## config.mk

```make
export PLATFORM = sky130hd
export DESIGN_NAME = pma_mul
export DESIGN_NICKNAME = d
export VERILOG_FILES = /design/src/design/polyline_metrics_accumulator_assert.svh /design/src/design/pma_pkg.sv /design/src/design/pma_mul.sv
export SDC_FILE = /design/constraint.sdc
export NUM_CORES = 2
export LEC_CHECK = 0
export BUFFER_PORTS_ARGS = -buffer_cell sky130_fd_sc_hd__buf_4
export CORE_MARGIN = 2
export CORE_UTILIZATION = 65
export CTS_BUF_LIST = sky130_fd_sc_hd__clkbuf_8
export DETAILED_ROUTE_END_ITERATION = 8
export PLACE_DENSITY = 0.85
export SYNTH_ARGS = -nofsm -noshare
export SYNTH_HDL_FRONTEND = slang
export SYNTH_SLANG_ARGS = --single-unit
```

## constraint.sdc

```tcl
create_clock -name clk -period 13.1 [get_ports clk]
set_clock_uncertainty 0.2 [all_clocks]
set_input_delay 2.62 -clock clk [delete_from_list [all_inputs] [get_ports clk]]
set_output_delay 2.62 -clock clk [all_outputs]
set_load 0.05 [all_outputs]
```

## src/design/polyline_metrics_accumulator_assert.svh

```systemverilog
// ----------------------------------------------------------------------------
// Polyline metrics accumulator assertion macros
// Clocked property checks that compile away when SYNTHESIS is defined.
// ----------------------------------------------------------------------------
`ifndef POLYLINE_METRICS_ACCUMULATOR_ASSERT_SVH
`define POLYLINE_METRICS_ACCUMULATOR_ASSERT_SVH

`ifndef SYNTHESIS
// check on every edge outside reset
`define PMA_ASSERT(label, prop, msg) \
  label: assert property (@(posedge clk) disable iff (rst) prop) else $error(msg);
// check on every edge, reset included
`define PMA_ASSERT_ALWAYS(label, prop, msg) \
  label: assert property (@(posedge clk) prop) else $error(msg);
`else
`define PMA_ASSERT(label, prop, msg)
`define PMA_ASSERT_ALWAYS(label, prop, msg)
`endif

`endif

```

## src/design/pma_pkg.sv

```systemverilog
// ----------------------------------------------------------------------------
// Polyline metrics package
// Shared constants, multiplier operation codes and square root status type.
// ----------------------------------------------------------------------------
package pma_pkg;

  // default widths
  localparam int COORD_BITS_DEF  = 31;
  localparam int LENGTH_BITS_DEF = 48;

  // fixed widths of the shoelace sum and the area result
  localparam int CROSS_BITS = 64;
  localparam int AREA_BITS  = 63;

  // vertex count codes (count saturates at three)
  localparam logic [1:0] SEEN_NONE = 2'd0;
  localparam logic [1:0] SEEN_ONE  = 2'd1;
  localparam logic [1:0] SEEN_MAX  = 2'd3;

  // products formed by the shared multiplier
  typedef enum logic [1:0] {
    MUL_DX_SQ,
    MUL_DY_SQ,
    MUL_PX_Y,
    MUL_X_PY
  } mul_op_t;

  // square root unit status
  typedef struct packed {
    logic busy;
    logic done;
  } sqrt_stat_t;

endpackage

```

## src/design/pma_mul.sv

```systemverilog
// ----------------------------------------------------------------------------
// Shared multiplier
// Selects one of four coordinate products and registers the result.
// ----------------------------------------------------------------------------
module pma_mul #(
  parameter int CW = pma_pkg::COORD_BITS_DEF
) (
  input  logic                    clk,
  input  pma_pkg::mul_op_t        op,
  input  logic [CW-1:0]           dx,
  input  logic [CW-1:0]           dy,
  input  logic signed [CW-1:0]    prev_x,
  input  logic signed [CW-1:0]    prev_y,
  input  logic signed [CW-1:0]    x,
  input  logic signed [CW-1:0]    y,
  output logic signed [2*CW+1:0]  prod
);

  logic signed [CW:0] opa;
  logic signed [CW:0] opb;

  // operand select; magnitudes are zero extended
  always_comb begin
    unique case (op)
      pma_pkg::MUL_DX_SQ: begin
        opa = $signed({1'b0, dx});
        opb = $signed({1'b0, dx});
      end
      pma_pkg::MUL_DY_SQ: begin
        opa = $signed({1'b0, dy});
        opb = $signed({1'b0, dy});
      end
      pma_pkg::MUL_PX_Y: begin
        opa = {prev_x[CW-1], prev_x};
        opb = {y[CW-1], y};
      end
      pma_pkg::MUL_X_PY: begin
        opa = {x[CW-1], x};
        opb = {prev_y[CW-1], prev_y};
      end
      default: begin
        opa = '0;
        opb = '0;
      end
    endcase
  end

  // registered product
  always_ff @(posedge clk) begin
    prod <= opa * opb;
  end

endmodule

```

==> flow_summary.ini <==
[detailed_routing]
routed_via_density = 6.02
drt-total-wl_um = 127000
wl_per_cell_um = 24.0
drc = 0
drt_iter0_markers = 3255
detail-route-antenna-nets = 0
drt_first_pass_iters = 9
vias = 31800

[critical_path]
slowest_delay_ns = 0.59
start_kind = input port
critPathSlowestCell = fa_1
crit_arrival_ns = 12.34
cp-end-kind = flop
path_class = in2reg
cp_max_fo = 35
cp.required_ns = 13.28
critPathMostFrequentCell = fa_1
startpoint = op[1]

[finish]
num-fill-cells = 4245
largest_register = prod
drive_gt1_share_pct = 10.9
fin_nets = 5956
largest_reg_flops = 64
reg.largest.list = prod: 64 flops
areaGrowthSynthToFinish_pct = 8.43

[synth]
synthFlopType = dfxtp_1
yosysSeqAreaShare_pct = 3.30
netlist_top_cells_count = 1082 x fa_1, 1005 x inv_1, 606 x nor2_1
synth.distinct_cells = 83
synth-seq-cells = 64
synth-edff-count = 0
synthCells = 4325
yosysTopAreaCell = fa_1
synth_top_area_share_pct = 55.9
synthTopCellsByArea = fa_1 56%, inv_1 9.7%, ha_1 5.9%
netlist_area_um2 = 38800
syn_nets = 5780
synth.most_common_cell = fa_1
syn_area_per_cell_um2 = 8.97
ys_async_sr_fraction_pct = 0
ys_warn_count = 0

[sta]
finalCritPeriodShare_pct = 92.8
finalMaxSlewViolations = 0
fmax_ghz = 0.0822
rsz0062_at_grt = false
setup_tns_ns = 0
tightest_slew_ns = 1.23
slew_headroom_pct = 18.3
min_period_ns = 12.16
hold_violations = 0
finalSetupViolCount = 0

[floorplanning]
num_rows = 89
ios = 253
die_y_um = 248
dieArea_um2 = 61600
core-area_um2 = 59000
die_width_um = 248
start_util_pct = 65.7

[clock_network]
ctsResizeCount = 0
clkTransAtPathRegs_ns = 0.10
postCtsHoldBufs = 0
cts_tree = done
cts-buffers-inserted = 9
post_cts_buffers = 0
htree_levels = 3
ctsRootBufferMaster = clkbuf_8
clockBufferDepth = 2
clock-sinks = 64

[global_route]
grt_max_degree = 60
grt.busiest_layer = met2
grtUsageMet1_pct = 50.8
antenna_found_initial = 8
overflow = 0
grt_pass1_wl_um = 193000
grtUsageMet3_pct = 13.9
grt_usage_pct = 43.0
gr-usage-met2_pct = 65.5
grt_pass1_vias = 34100

[placement]
io_buffers = 252
gp_congestion = 1.07
hpwl_um = 106000

[min_path]
min_from = prev_x[0]
hold_depth = 3
hold_path.class = in2reg
hold_end = prod[0]

[flow_run]
drv_cap = 0

[status]
status = completed
[through the flow]
step	cells	util [%]	setup slack, ns	cell area [µm²]	hold WS (ns)
after floorplan	4325	-	1.99	38800	2.59
after global placement	5263	70.9	0.787	41800	2.75
after detailed placement	5263	70.9	0.707	41800	2.74
after CTS	5279	71.2	1.18	42000	2.25
after global routing	5280	71.2	0.705	42000	2.32
final	5282	71.2	0.937	42000	2.27
[layout by cell type, fill, tap and decap left out, types with 33 or more instances in the layout]
cell type,Yosys,final
a21o_1,38,38
a21oi_1,115,106
buf_4,4,373
dfxtp_1,64,64
fa_1,1082,1082
ha_1,184,184
inv_1,1005,1006
mux2_2,35,35
mux2i_1,33,33
nand2_1,528,528
nor2_1,606,606
o21a_1,34,34
o21ai_0,42,38
xnor2_1,45,45
[worst max-delay path: cells and delay by family]
kind	cells	cell delay [ns]
adders and majority gates	9	4.48
xor gates and xnor gates	1	0.24
AOI/OAI and AO/OA	8	2.77
buffers and inverters	6	1.38
and+or+nand+nor	4	0.80
[worst max path at each step]
stage	endpoint	slack (ns)	cells past startpoint
final	prod[57]	0.94	28
after detailed placement	prod[57]	0.71	28
after CTS	prod[57]	1.18	28
after global routing	prod[57]	0.70	28
after global placement	prod[57]	0.79	28
after floorplan	prod[56]	1.99	29
[routing by layer]
layer  up-vias  wire (µm)
met2      2255      57400
met5         -         53
met4         8      12400
met1     15900      40700
met3       705      16100
li1      13000          -
[cells by family after synthesis]
logic type,after synthesis,synth area share (%)
AOI/OAI and AO/OA,344,5.73
xor gates and xnor gates,66,1.49
adders and majority gates,1266,61.8
buffers and inverters,1216,11.9
DFF,64,3.30
muxes,73,2.16
and+or+nand+nor,1296,13.6
[final cells by class]
type                            instances  area [µm²]  area share, %
Multi-Input combinational cell       3045       33000           78.4
Inverter                             1007        3780           8.99
Timing Repair Buffer                  374        2820           6.71
Sequential cell                        64        1280           3.05
Tap cell                              773         967           2.30
Clock buffer                           10         138          0.327
Clock inverter                          6        83.8          0.199
Antenna cell                            3        7.51         0.0179
Power is not shown: default switching activity piles up to over one toggle a cycle in this logic, so the estimate is an artifact.
