File: config.mk
export PLATFORM = sky130hd
export DESIGN_NAME = pma_isqrt
export DESIGN_NICKNAME = d
export VERILOG_FILES = /design/src/design/polyline_metrics_accumulator_assert.svh /design/src/design/pma_pkg.sv /design/src/design/pma_isqrt.sv
export SDC_FILE = /design/constraint.sdc
export NUM_CORES = 1
export LEC_CHECK = 0
export BUFFER_PORTS_ARGS = -buffer_cell sky130_fd_sc_hd__buf_4
export CAP_MARGIN = 10
export CORE_ASPECT_RATIO = 0.7
export CORE_MARGIN = 1.5
export CORE_UTILIZATION = 49
export DETAILED_ROUTE_END_ITERATION = 8
export PLACE_DENSITY = 0.73
export REMOVE_ABC_BUFFERS = 1
export SKIP_CTS_REPAIR_TIMING = 1
export SLEW_MARGIN = 0
export SYNTH_ARGS = -nofsm -noshare
export SYNTH_HDL_FRONTEND = slang
export SYNTH_SLANG_ARGS = --single-unit
File: constraint.sdc
create_clock -name clk -period 2.6 [get_ports clk]
set_input_delay 0.26 -clock clk [delete_from_list [all_inputs] [get_ports clk]]
set_output_delay 0.26 -clock clk [all_outputs]
set_load 0.01 [all_outputs]
File: src/design/polyline_metrics_accumulator_assert.svh
// ----------------------------------------------------------------------------
// Polyline metrics accumulator assertion macros
// Clocked property checks that compile away when SYNTHESIS is defined.
// ----------------------------------------------------------------------------
`ifndef POLYLINE_METRICS_ACCUMULATOR_ASSERT_SVH
`define POLYLINE_METRICS_ACCUMULATOR_ASSERT_SVH

`ifndef SYNTHESIS
// check on every edge outside reset
`define PMA_ASSERT(label, prop, msg) \
  label: assert property (@(posedge clk) disable iff (rst) prop) else $error(msg);
// check on every edge, reset included
`define PMA_ASSERT_ALWAYS(label, prop, msg) \
  label: assert property (@(posedge clk) prop) else $error(msg);
`else
`define PMA_ASSERT(label, prop, msg)
`define PMA_ASSERT_ALWAYS(label, prop, msg)
`endif

`endif

File: src/design/pma_pkg.sv
// ----------------------------------------------------------------------------
// Polyline metrics package
// Shared constants, multiplier operation codes and square root status type.
// ----------------------------------------------------------------------------
package pma_pkg;

  // default widths
  localparam int COORD_BITS_DEF  = 31;
  localparam int LENGTH_BITS_DEF = 48;

  // fixed widths of the shoelace sum and the area result
  localparam int CROSS_BITS = 64;
  localparam int AREA_BITS  = 63;

  // vertex count codes (count saturates at three)
  localparam logic [1:0] SEEN_NONE = 2'd0;
  localparam logic [1:0] SEEN_ONE  = 2'd1;
  localparam logic [1:0] SEEN_MAX  = 2'd3;

  // products formed by the shared multiplier
  typedef enum logic [1:0] {
    MUL_DX_SQ,
    MUL_DY_SQ,
    MUL_PX_Y,
    MUL_X_PY
  } mul_op_t;

  // square root unit status
  typedef struct packed {
    logic busy;
    logic done;
  } sqrt_stat_t;

endpackage

File: src/design/pma_isqrt.sv
// ----------------------------------------------------------------------------
// Iterative integer square root
// Restoring digit-by-digit root, one result bit per cycle.
// ----------------------------------------------------------------------------
module pma_isqrt #(
  parameter int ROOT_W = pma_pkg::COORD_BITS_DEF + 1
) (
  input  logic                    clk,
  input  logic                    rst,
  input  logic                    start,
  input  logic [2*ROOT_W-1:0]     radicand,
  output logic [ROOT_W-1:0]       root,
  output pma_pkg::sqrt_stat_t     stat
);

  localparam int CNT_W = $clog2(ROOT_W);

  logic [2*ROOT_W-1:0] rad;
  logic [ROOT_W+1:0]   rem;
  logic [CNT_W-1:0]    cnt;
  logic                busy;
  logic                done;

  logic [ROOT_W+1:0]   rem_shift;
  logic [ROOT_W+1:0]   trial;
  logic                fits;

  // bring down two radicand bits and try the next root bit
  assign rem_shift = {rem[ROOT_W-1:0], rad[2*ROOT_W-1 -: 2]};
  assign trial     = {root, 2'b01};
  assign fits      = rem_shift >= trial;

  // sequencing
  always_ff @(posedge clk) begin
    if (rst) begin
      busy <= 1'b0;
      done <= 1'b0;
      cnt  <= '0;
    end else begin
      done <= 1'b0;
      if (start) begin
        busy <= 1'b1;
        cnt  <= CNT_W'(ROOT_W - 1);
      end else if (busy) begin
        cnt <= cnt - 1'b1;
        if (cnt == '0) begin
          busy <= 1'b0;
          done <= 1'b1;
        end
      end
    end
  end

  // datapath
  always_ff @(posedge clk) begin
    if (start) begin
      rad  <= radicand;
      rem  <= '0;
      root <= '0;
    end else if (busy) begin
      rad <= {rad[2*ROOT_W-3:0], 2'b00};
      if (fits) begin
        rem  <= rem_shift - trial;
        root <= {root[ROOT_W-2:0], 1'b1};
      end else begin
        rem  <= rem_shift;
        root <= {root[ROOT_W-2:0], 1'b0};
      end
    end
  end

  assign stat.busy = busy;
  assign stat.done = done;

endmodule

==> impl_metrics.py, run 1 <==
metrics = {
    "run_status": {
        "outcome": "finished, violations left",
        "violations": "negative setup slack",
    },
    "detailed_routing": {
        "first_pass_iters": 4,
        "drc_errors": 0,
        "wl_um": 16380,
        "route.vias.total": 5607,
        "final_antenna_net_count": 0,
        "routedWlPerCell_um": 15.94,
        "drt_iter0_drc": 206,
        "viasPerCell": 5.454,
    },
    "logic_synthesis": {
        "synth_top_cell_by_area": "edfxtp_1",
        "synth_top_area_share_pct": 26.18,
        "ys_types": 60,
        "syn_inst": 696,
        "synthesis.area_mm2": 0.007341,
        "synth.avg_cell_area_um2": 10.55,
        "synth_area_leaders": "edfxtp_1, dfxtp_1, mux2_2",
        "synth_seq_cells": 135,
        "ys_seq_area_share_pct": 45.54,
        "yosys_most_used_dff": "dfxtp_1",
        "synth_edf_count": 64,
        "ys_warn_count": 0,
        "async_flop_share_pct": 0,
    },
    "clocking": {
        "htree_levels": 4,
        "cts.clk_slew.worst_paths_ns": 0.06,
        "cts-root-buf": "clkbuf_16",
        "cts_max_path_buffers": 2,
        "tritoncts": "done",
        "cts_buffers": 17,
        "clock-sinks": 135,
        "clk_latency_ns": 0.43,
    },
    "run": {
        "cap_violations": 0,
    },
    "sta": {
        "finalCritPeriodShare_pct": 100.3,
        "slew_headroom_pct": 43.11,
        "fin_skew_ns": 0.01067,
        "max_freq_mhz": 383.4,
        "hold_viol": 0,
        "rsz0062_at_grt": "true",
        "report.final.slew_viol_count": 0,
        "tightestPinTransition_ns": 0.8502,
        "layout_min_cycle_time_ns": 2.608,
        "layout_setup_ws_ns": -0.008435,
        "setup_violations": 1,
        "holdWs_ns": 0.04293,
    },
    "finish": {
        "final-seq-area_mm2": 0.003364,
        "area_delta_synth_final_pct": 28.84,
        "antenna_cells": 0,
        "final_layout_size_suffix_gt1_share_pct": 36.49,
        "multi_input_area_mm2": 0.003951,
        "fin_area_mm2": 0.009458,
        "fillers": 1125,
        "layout.nets": 924,
    },
    "floorplanning": {
        "num_rows": 37,
        "dieArea_mm2": 0.01574,
        "coreArea_mm2": 0.01468,
        "initial_core_util_pct": 50.02,
        "pin_count": 101,
        "dieWidth_um": 149.3,
        "die_h_um": 105.4,
    },
    "global_route": {
        "grt_pass1_vias": 5497,
        "grt_overflow_total": 0,
        "grt_max_degree": 130,
        "grt_pass1_wl_um": 26400,
        "track_usage_pct": 21.09,
        "antenna_found_initial": 0,
    },
    "pwr": {
        "peakVddDrop_v": 0.0006501,
        "powerDensity_mw_per_mm2": 1120,
        "p_leak_nw": 3.846,
    },
    "critical_path": {
        "start_kind": "flop",
        "r2r_end": "rem[17]",
        "crit_required_ns": 2.92,
        "path_class": "flop to flop",
        "r2r_slack_ns": -0.008,
        "worst_setup_path_end_kind": "flop",
        "r2r_start": "rad[62]",
        "cp.arrival_ns": 2.93,
        "worstRegToRegCells": 13,
        "critical_path_peak_fanout": 5,
    },
    "placed_design": {
        "place_area_mm2": 0.008463,
        "hpwl_um": 10680,
        "place.gp.congestion": 0.8788,
        "io_buffers": 100,
        "dp_slack_ns": 0.02487,
    },
    "min_path": {
        "min_from": "rst",
        "whs_endpoint": "busy",
        "hp-class": "primary input to flop",
        "whs_path_depth": 2,
    },
}
## synthesized netlist by cell type (all sizes together), types with 7 or more instances
| master | n |
|---|---|
| a211oi | 24 |
| a21o | 19 |
| a21oi | 28 |
| a31oi | 7 |
| buf | 13 |
| clkbuf | 25 |
| dfxtp | 71 |
| edfxtp | 64 |
| ha | 36 |
| inv | 41 |
| mux2 | 62 |
| mux2i | 53 |
| nand2 | 33 |
| nand3 | 7 |
| nand4 | 7 |
| nor2 | 84 |
| nor3 | 8 |
| o21ai | 30 |
| xnor2 | 19 |
| xor2 | 10 |
## routing by layer
| metal | share of wire (%) | track usage, % | vias up |
|---|---|---|---|
| met1 | 47 | 27.87 | 2687 |
| met5 | 0 | 0 | - |
| met3 | 7.3 | 8.615 | 18 |
| met4 | 1.3 | 6.153 | 0 |
| li1 | - | - | 2760 |
| met2 | 44 | 31.58 | 142 |
## worst max path at each step
stage                  start       to  slack [ns]  depth (start not counted)
finish               rad[62]  rem[17]      -0.008                         13
global route         rad[62]  rem[17]        -0.1                         13
CTS                  root[5]  rem[17]      -0.004                         12
detailed placement   root[4]  rem[31]        0.02                         12
global placement    root[10]  rem[25]        0.09                         11
floorplan               busy   rad[0]       -2.06                          2
## flip-flops by register name, indices dropped and copies added (netlist names)
| register | cells |
|---|---|
| done | 1 |
| rad | 64 |
| rem | 32 |
| busy | 1 |
| root | 32 |
| cnt | 5 |
## worst max-delay path, stage by stage (launching register included)
cell	delay, ns
edfxtp_1	0.40
inv_2	0.08
ha_4	0.17
nand2b_4	0.15
a21oi_4	0.16
o21ai_2	0.10
a31oi_4	0.21
a31oi_4	0.11
o2111ai_2	0.24
a31oi_4	0.12
buf_12	0.16
clkbuf_16	0.15
nand3b_1	0.17
a311oi_1	0.28
## stage by stage
step / util [%] / total power, mW / setup TNS, ns / std cells
after floorplan: - / 5.541 / -168.44 / 658
after global placement: 57.67 / 6.931 / 0 / 990
after detailed placement: 57.67 / 7.061 / 0 / 990
after CTS: 61.44 / 9.384 / -0.004149 / 1021
after global routing: 64.45 / 11.18 / -0.7970 / 1028
final: 64.45 / 10.59 / -0.008435 / 1028
## where the power goes
group          total [mW]  switching (mW)  leakage, nW  internal [mW]
logic                5.61            2.66         2.35           2.95
registers            2.69           0.184         1.23           2.51
clock network        2.28            1.03        0.268           1.26
total                10.6            3.87         3.85           6.71
## area by class of cell
class / instances / share of cell area (%)
clock inverter: 14 / 1.349
sequential: 135 / 35.57
timing repair buffer: 144 / 12.59
multi-input combinational: 482 / 41.78
clock buffer: 17 / 4.498
tap: 195 / 2.580
inverter: 41 / 1.627
## cells in the final DEF (no fill, tap or decap), types with 4 or more instances in the layout
master,n
ha_4,13
xnor2_1,19
nor3_1,8
a21oi_2,6
o211ai_1,5
inv_6,8
mux2_2,62
buf_12,6
edfxtp_1,64
nand4_1,7
nor2_1,84
xor2_1,10
clkbuf_16,19
a211oi_1,21
dfxtp_2,11
buf_4,136
mux2i_1,50
o21ai_0,11
ha_1,20
o21ai_1,13
o21a_1,6
a21oi_1,21
nand2_1,33
inv_2,4
a21o_1,19
nand3_1,6
dfxtp_1,58
inv_1,37
## logic make-up after synthesis
family,Yosys count,share of synthesized area (%)
compound gates,137,13.31
xor+xnor,29,3.460
fa+ha+maj,36,6.136
buf+inv,79,4.653
flops,135,45.54
mux,115,16.74
simple gates,165,10.16
(Power assumes the default switching activity.)
==> run 2: changes to the inputs <==
--- a/config.mk
+++ b/config.mk
@@ -14,7 +14,6 @@
 export PLACE_DENSITY = 0.73
 export REMOVE_ABC_BUFFERS = 1
 export SKIP_CTS_REPAIR_TIMING = 1
-export SLEW_MARGIN = 0
 export SYNTH_ARGS = -nofsm -noshare
 export SYNTH_HDL_FRONTEND = slang
 export SYNTH_SLANG_ARGS = --single-unit
==> constraint.sdc (replaced) <==
create_clock -name clk -period 2.3 [get_ports clk]
set_input_delay 0.23 -clock clk [delete_from_list [all_inputs] [get_ports clk]]
set_output_delay 0.23 -clock clk [all_outputs]
set_load 0.01 [all_outputs]
==> run 2 against run 1 <==
Compared with the run above:
- the run still ends with negative setup slack left
- critical path depth fell by 1
- sequential power rose by 13%
- core utilization rose by 4.2 points
- hold slack got worse by 0.027 ns
- count of clock-buffer cells in the layout rose by 1
- clock power rose by 11%
- worst setup slack got worse by 0.25 ns
- first-iteration DRC count rose by 64%
- design area rose by 6.5%
- die area did not move
- global-route usage rose by 0.94 points
- cell count rose by 7.8%
- largest cell class unchanged
- highest routed layer unchanged
==> impl_metrics.py, run 2 (synthesized netlist as in run 1, its figures left out) <==
metrics = {
    "sta": {
        "hold_viol": 0,
        "report.final.slew_viol_count": 0,
        "slew_headroom_pct": 45.24,
        "finalCritPeriodShare_pct": 111.1,
        "layout_min_cycle_time_ns": 2.554,
        "tightestPinTransition_ns": 0.8184,
        "setup_violations": 31,
        "layout_setup_ws_ns": -0.2543,
        "finalSetupTns_ns": -4.588,
        "rsz0062_at_grt": "true",
        "fin_skew_ns": 0.01094,
        "holdWs_ns": 0.01560,
        "max_freq_mhz": 391.5,
    },
    "global_route": {
        "antenna_found_initial": 0,
        "grt_overflow_total": 0,
        "grt_pass1_vias": 5793,
        "grt_max_degree": 130,
        "grt_pass1_wl_um": 27430,
        "track_usage_pct": 22.02,
    },
    "pwr": {
        "p_sw_share_pct": 37.23,
        "p_clk_share_pct": 21.2,
        "p_sw_mw": 4.426,
        "p_leak_nw": 4.237,
        "powerDensity_mw_per_mm2": 1181,
        "total_power_mw": 11.89,
        "p_seq_share_pct": 25.6,
        "p_comb_share_pct": 53.1,
        "peakVddDrop_v": 0.001028,
        "internal_power_mw": 7.464,
    },
    "clocking": {
        "cts_buffers": 17,
        "cts_max_path_buffers": 2,
        "clk_latency_ns": 0.43,
        "clock-sinks": 135,
        "cts.clk_slew.worst_paths_ns": 0.06,
        "tritoncts": "done",
        "cts-root-buf": "clkbuf_16",
        "htree_levels": 4,
    },
    "run_status": {
        "outcome": "finished, violations left",
        "violations": "negative setup slack",
    },
    "placed_design": {
        "io_buffers": 100,
        "place_area_mm2": 0.009061,
        "dp.cells": 1068,
        "hpwl_um": 11590,
        "dp_slack_ns": -0.2948,
        "place.gp.congestion": 0.9354,
    },
    "run": {
        "cap_violations": 0,
    },
    "finish": {
        "fillers": 1063,
        "area_delta_synth_final_pct": 37.19,
        "layout.nets": 1003,
        "fin_util_pct": 68.62,
        "final_common_cell": "buf_4",
        "antenna_cells": 0,
        "top_register": "rad",
        "final_layout_size_suffix_gt1_share_pct": 43.59,
        "fin_area_mm2": 0.01007,
        "reg_top3": "rad (64), rem (32), root (32)",
        "largest_register_ffs": 64,
        "layout_common_cells": "buf_4, nor2_1, edfxtp_1",
        "fin_cells": 1108,
    },
    "floorplanning": {
        "num_rows": 37,
        "coreArea_mm2": 0.01468,
        "die_h_um": 105.4,
        "initial_core_util_pct": 50.02,
        "pin_count": 101,
        "dieArea_mm2": 0.01574,
        "dieWidth_um": 149.3,
    },
    "detailed_routing": {
        "viasPerCell": 5.408,
        "wl_um": 17390,
        "route.vias.total": 5992,
        "final_antenna_net_count": 0,
        "first_pass_iters": 7,
        "routedWlPerCell_um": 15.69,
        "drt_iter0_drc": 337,
        "drc_errors": 0,
    },
    "min_path": {
        "hp-class": "primary input to flop",
    },
    "critical_path": {
        "endpoint": "rem[4]",
        "critical_path_peak_fanout": 27,
        "cp.arrival_ns": 2.86,
        "r2r_end": "rem[4]",
        "r2r_slack_ns": -0.25,
        "start_kind": "flop",
        "path_class": "flop to flop",
        "crit_required_ns": 2.61,
        "r2r_start": "root[1]",
        "critPathSlowestCell": "dfxtp_2",
        "worstPathCellList": "inv_2 > ha_4 > o21ai_4 > a21oi_4 > o21ai_4 > a31oi_4 > a31oi_4 > o2111ai_2 > a31oi_4 > buf_12 > nor2_1 > nor4_1",
        "worst_setup_path_end_kind": "flop",
        "cp_common_cell": "a31oi_4",
        "worstRegToRegCells": 12,
        "cpPeakStageDelay_ns": 0.36,
        "cp-startpoint": "root[1]",
    },
}
## run 2: how the worst min path moves through the flow
stage          startpoint  slack, ns  cells after the start     end
4_1_cts               rst     -0.002                      2    busy
2_1_floorplan       start       0.30                      1  rem[1]
3_3_place_gp          rst       0.44                      2    busy
6_report              rst       0.02                      2    busy
5_1_grt               rst       0.02                      2    busy
3_5_place_dp          rst       0.45                      2    busy
## run 2: layout make-up
type / count / area [µm²] / share of cell area [%]
Sequential cell: 135 / 3363 / 33.40
Clock buffer: 18 / 429.2 / 4.261
Clock inverter: 14 / 116.4 / 1.155
Inverter: 41 / 153.9 / 1.528
Tap cell: 195 / 244.0 / 2.423
Timing Repair Buffer: 223 / 1719 / 17.07
Multi-Input combinational cell: 482 / 4045 / 40.17
## run 2: critical path: cells and delay by family (launching register included)
kind,cells,cell delay (ns)
AOI/OAI and AO/OA,7,1.13
adders and majority gates,1,0.22
buffers and inverters,2,0.29
DFF,1,0.36
and+or+nand+nor,2,0.42
## run 2: power by group through the flow
stage	combinational [mW]	clock, mW	sequential, mW
after floorplan	2.98	0	3.01
after global placement	5.33	0	3.03
after detailed placement	5.48	0	3.05
after CTS	5.53	2.58	3.00
after global routing	6.82	2.68	3.08
final	6.32	2.52	3.05
## run 2: per-layer routing
layer,vias to the layer above,track usage [%],part of all wire [%]
li1,2929,-,-
met1,2838,28.01,45
met2,190,34.09,46
met3,35,8.009,7.5
met4,0,8.487,1.9
met5,-,0,0
==> run 3: changes to the inputs <==
--- a/config.mk
+++ b/config.mk
@@ -6,7 +6,6 @@
 export NUM_CORES = 1
 export LEC_CHECK = 0
 export BUFFER_PORTS_ARGS = -buffer_cell sky130_fd_sc_hd__buf_4
-export CAP_MARGIN = 10
 export CORE_ASPECT_RATIO = 0.7
 export CORE_MARGIN = 1.5
 export CORE_UTILIZATION = 49
==> constraint.sdc (replaced) <==
create_clock -name clk -period 2.08 [get_ports clk]
set_input_delay 0.208 -clock clk [delete_from_list [all_inputs] [get_ports clk]]
set_output_delay 0.208 -clock clk [all_outputs]
set_load 0.01 [all_outputs]
==> run 3 against run 2 <==
Compared with the run above:
- the run still ends with negative setup slack left
- critical path depth is 1 higher
- count of clock-buffer cells in the layout fell by 1
- hold slack better by 0.050 ns
- flip-flop and latch count is the same
- core utilization grew 3.2 points
- non-clock buffer count is 45 higher
- first-iteration DRC count decreased by 10%
- die area did not move
- clock power up 15%
- clock skew up 0.0046 ns
- critical endpoint is now rem[17]
- largest cell class unchanged
==> impl_metrics.py, run 3 (synthesized netlist as in run 1, its figures left out) <==
metrics = {
    "clocking": {
        "cts.clk_slew.worst_paths_ns": 0.06,
        "htree_levels": 4,
        "clock-sinks": 135,
        "cts-root-buf": "clkbuf_16",
        "tritoncts": "done",
        "cts_buffers": 17,
        "clk_latency_ns": 0.42,
        "cts_max_path_buffers": 2,
    },
    "global_route": {
        "antenna_found_initial": 0,
        "grt_overflow_total": 0,
        "grt_pass1_wl_um": 28710,
        "grt_pass1_vias": 6170,
        "grt_max_degree": 55,
        "track_usage_pct": 22.94,
    },
    "critical_path": {
        "crit_required_ns": 2.40,
        "start_kind": "flop",
        "worst_setup_path_end_kind": "flop",
        "r2r_slack_ns": -0.57,
        "cp.arrival_ns": 2.97,
        "path_class": "flop to flop",
        "cp-startpoint": "rad[63]",
        "critical_path_peak_fanout": 6,
        "r2r_start": "rad[63]",
    },
    "sta": {
        "tightestPinTransition_ns": 0.5964,
        "report.final.slew_viol_count": 0,
        "slew_headroom_pct": 60.24,
        "layout_setup_ws_ns": -0.5692,
        "layout_min_cycle_time_ns": 2.649,
        "finalSetupTns_ns": -14.73,
        "hold_viol": 0,
        "finalCritPeriodShare_pct": 127.4,
        "rsz0062_at_grt": "true",
        "fin_skew_ns": 0.01555,
        "setup_violations": 33,
        "max_freq_mhz": 377.5,
    },
    "finish": {
        "layout.nets": 1048,
        "layout_common_cells": "buf_4, nor2_1, edfxtp_1",
        "largest_register_ffs": 64,
        "final_common_cell": "buf_4",
        "area_delta_synth_final_pct": 43.57,
        "reg_top3": "rad (64), rem (32), root (32)",
        "final_layout_size_suffix_gt1_share_pct": 45.51,
        "fin_area_mm2": 0.01054,
        "top_register": "rad",
        "fin_util_pct": 71.81,
        "antenna_cells": 0,
    },
    "floorplanning": {
        "num_rows": 37,
        "pin_count": 101,
        "dieWidth_um": 149.3,
        "initial_core_util_pct": 50.02,
        "die_h_um": 105.4,
        "coreArea_mm2": 0.01468,
        "dieArea_mm2": 0.01574,
    },
    "pwr": {
        "p_leak_nw": 4.521,
        "internal_power_mw": 9.719,
        "p_comb_share_pct": 59.0,
        "p_seq_share_pct": 22.0,
        "total_power_mw": 15.24,
        "p_sw_mw": 5.522,
        "powerDensity_mw_per_mm2": 1446,
        "p_sw_share_pct": 36.23,
        "p_clk_share_pct": 19.0,
        "peakVddDrop_v": 0.0009373,
    },
    "run": {
        "cap_violations": 0,
    },
    "placed_design": {
        "dp_slack_ns": -0.4907,
        "hpwl_um": 12680,
        "place.gp.congestion": 0.9421,
        "io_buffers": 100,
        "place_area_mm2": 0.009321,
    },
    "detailed_routing": {
        "drc_errors": 0,
        "first_pass_iters": 5,
        "wl_um": 19200,
        "routedWlPerCell_um": 16.65,
        "viasPerCell": 5.401,
        "final_antenna_net_count": 0,
        "route.vias.total": 6227,
        "drt_iter0_drc": 302,
    },
    "run_status": {
        "outcome": "finished, violations left",
        "violations": "negative setup slack",
    },
    "min_path": {
        "hp-class": "primary input to flop",
        "min_from": "radicand[0]",
    },
}
## run 3: per-stage QoR
step                hold slack (ns)  cells
CTS                        -0.01879   1133
floorplan                    0.2759    658
global placement             0.4198   1101
global route                0.06899   1153
detailed placement           0.4273   1101
finish                      0.06604   1153
## run 3: power groups by stage
stage          logic (mW)  registers [mW]  clock network, mW
2_1_floorplan        3.11            3.31                  0
3_3_place_gp         6.27            3.34                  0
3_5_place_dp         6.45            3.35                  0
5_1_grt              9.53            3.38               3.07
6_report             8.99            3.35               2.90
4_1_cts              6.48            3.31               2.95
## run 3: final timing paths
kind	end	cells past startpoint
setup / recovery	rem[17]	13
hold / removal	rad[0]	2
setup reg to reg	rem[17]	13
hold reg to reg	rem[30]	2
## run 3: area by class of cell
class,instances,area [µm²]
multi-input combinational,482,4074
timing repair buffer,268,2143
sequential,135,3357
clock buffer,17,425.4
clock inverter,15,141.4
fill,991,4136
tap,195,244.0
inverter,41,153.9
## run 3: worst max-delay path, stage by stage (launching register included)
cell and delay, ns:
edfxtp_1 0.39, inv_2 0.07, ha_4 0.16, nand2b_4 0.15, a21oi_4 0.20, o21ai_4 0.10
a31oi_4 0.22, a31oi_4 0.11, o2111ai_2 0.24, a31oi_4 0.13, buf_6 0.15, clkbuf_16 0.14
nand3b_1 0.20, a311oi_1 0.27
## run 3: metal layers
metal  up-vias  routed length (µm)  share of wire (%)  global-route usage (%)
li1       3025                   -                  -                       -
met1      2973                8434                 44                   28.97
met2       196                9085                 47                   37.00
met3        33                1289                6.7                   7.835
met4         0                 387                2.0                   7.001
met5         -                   0                  0                       0
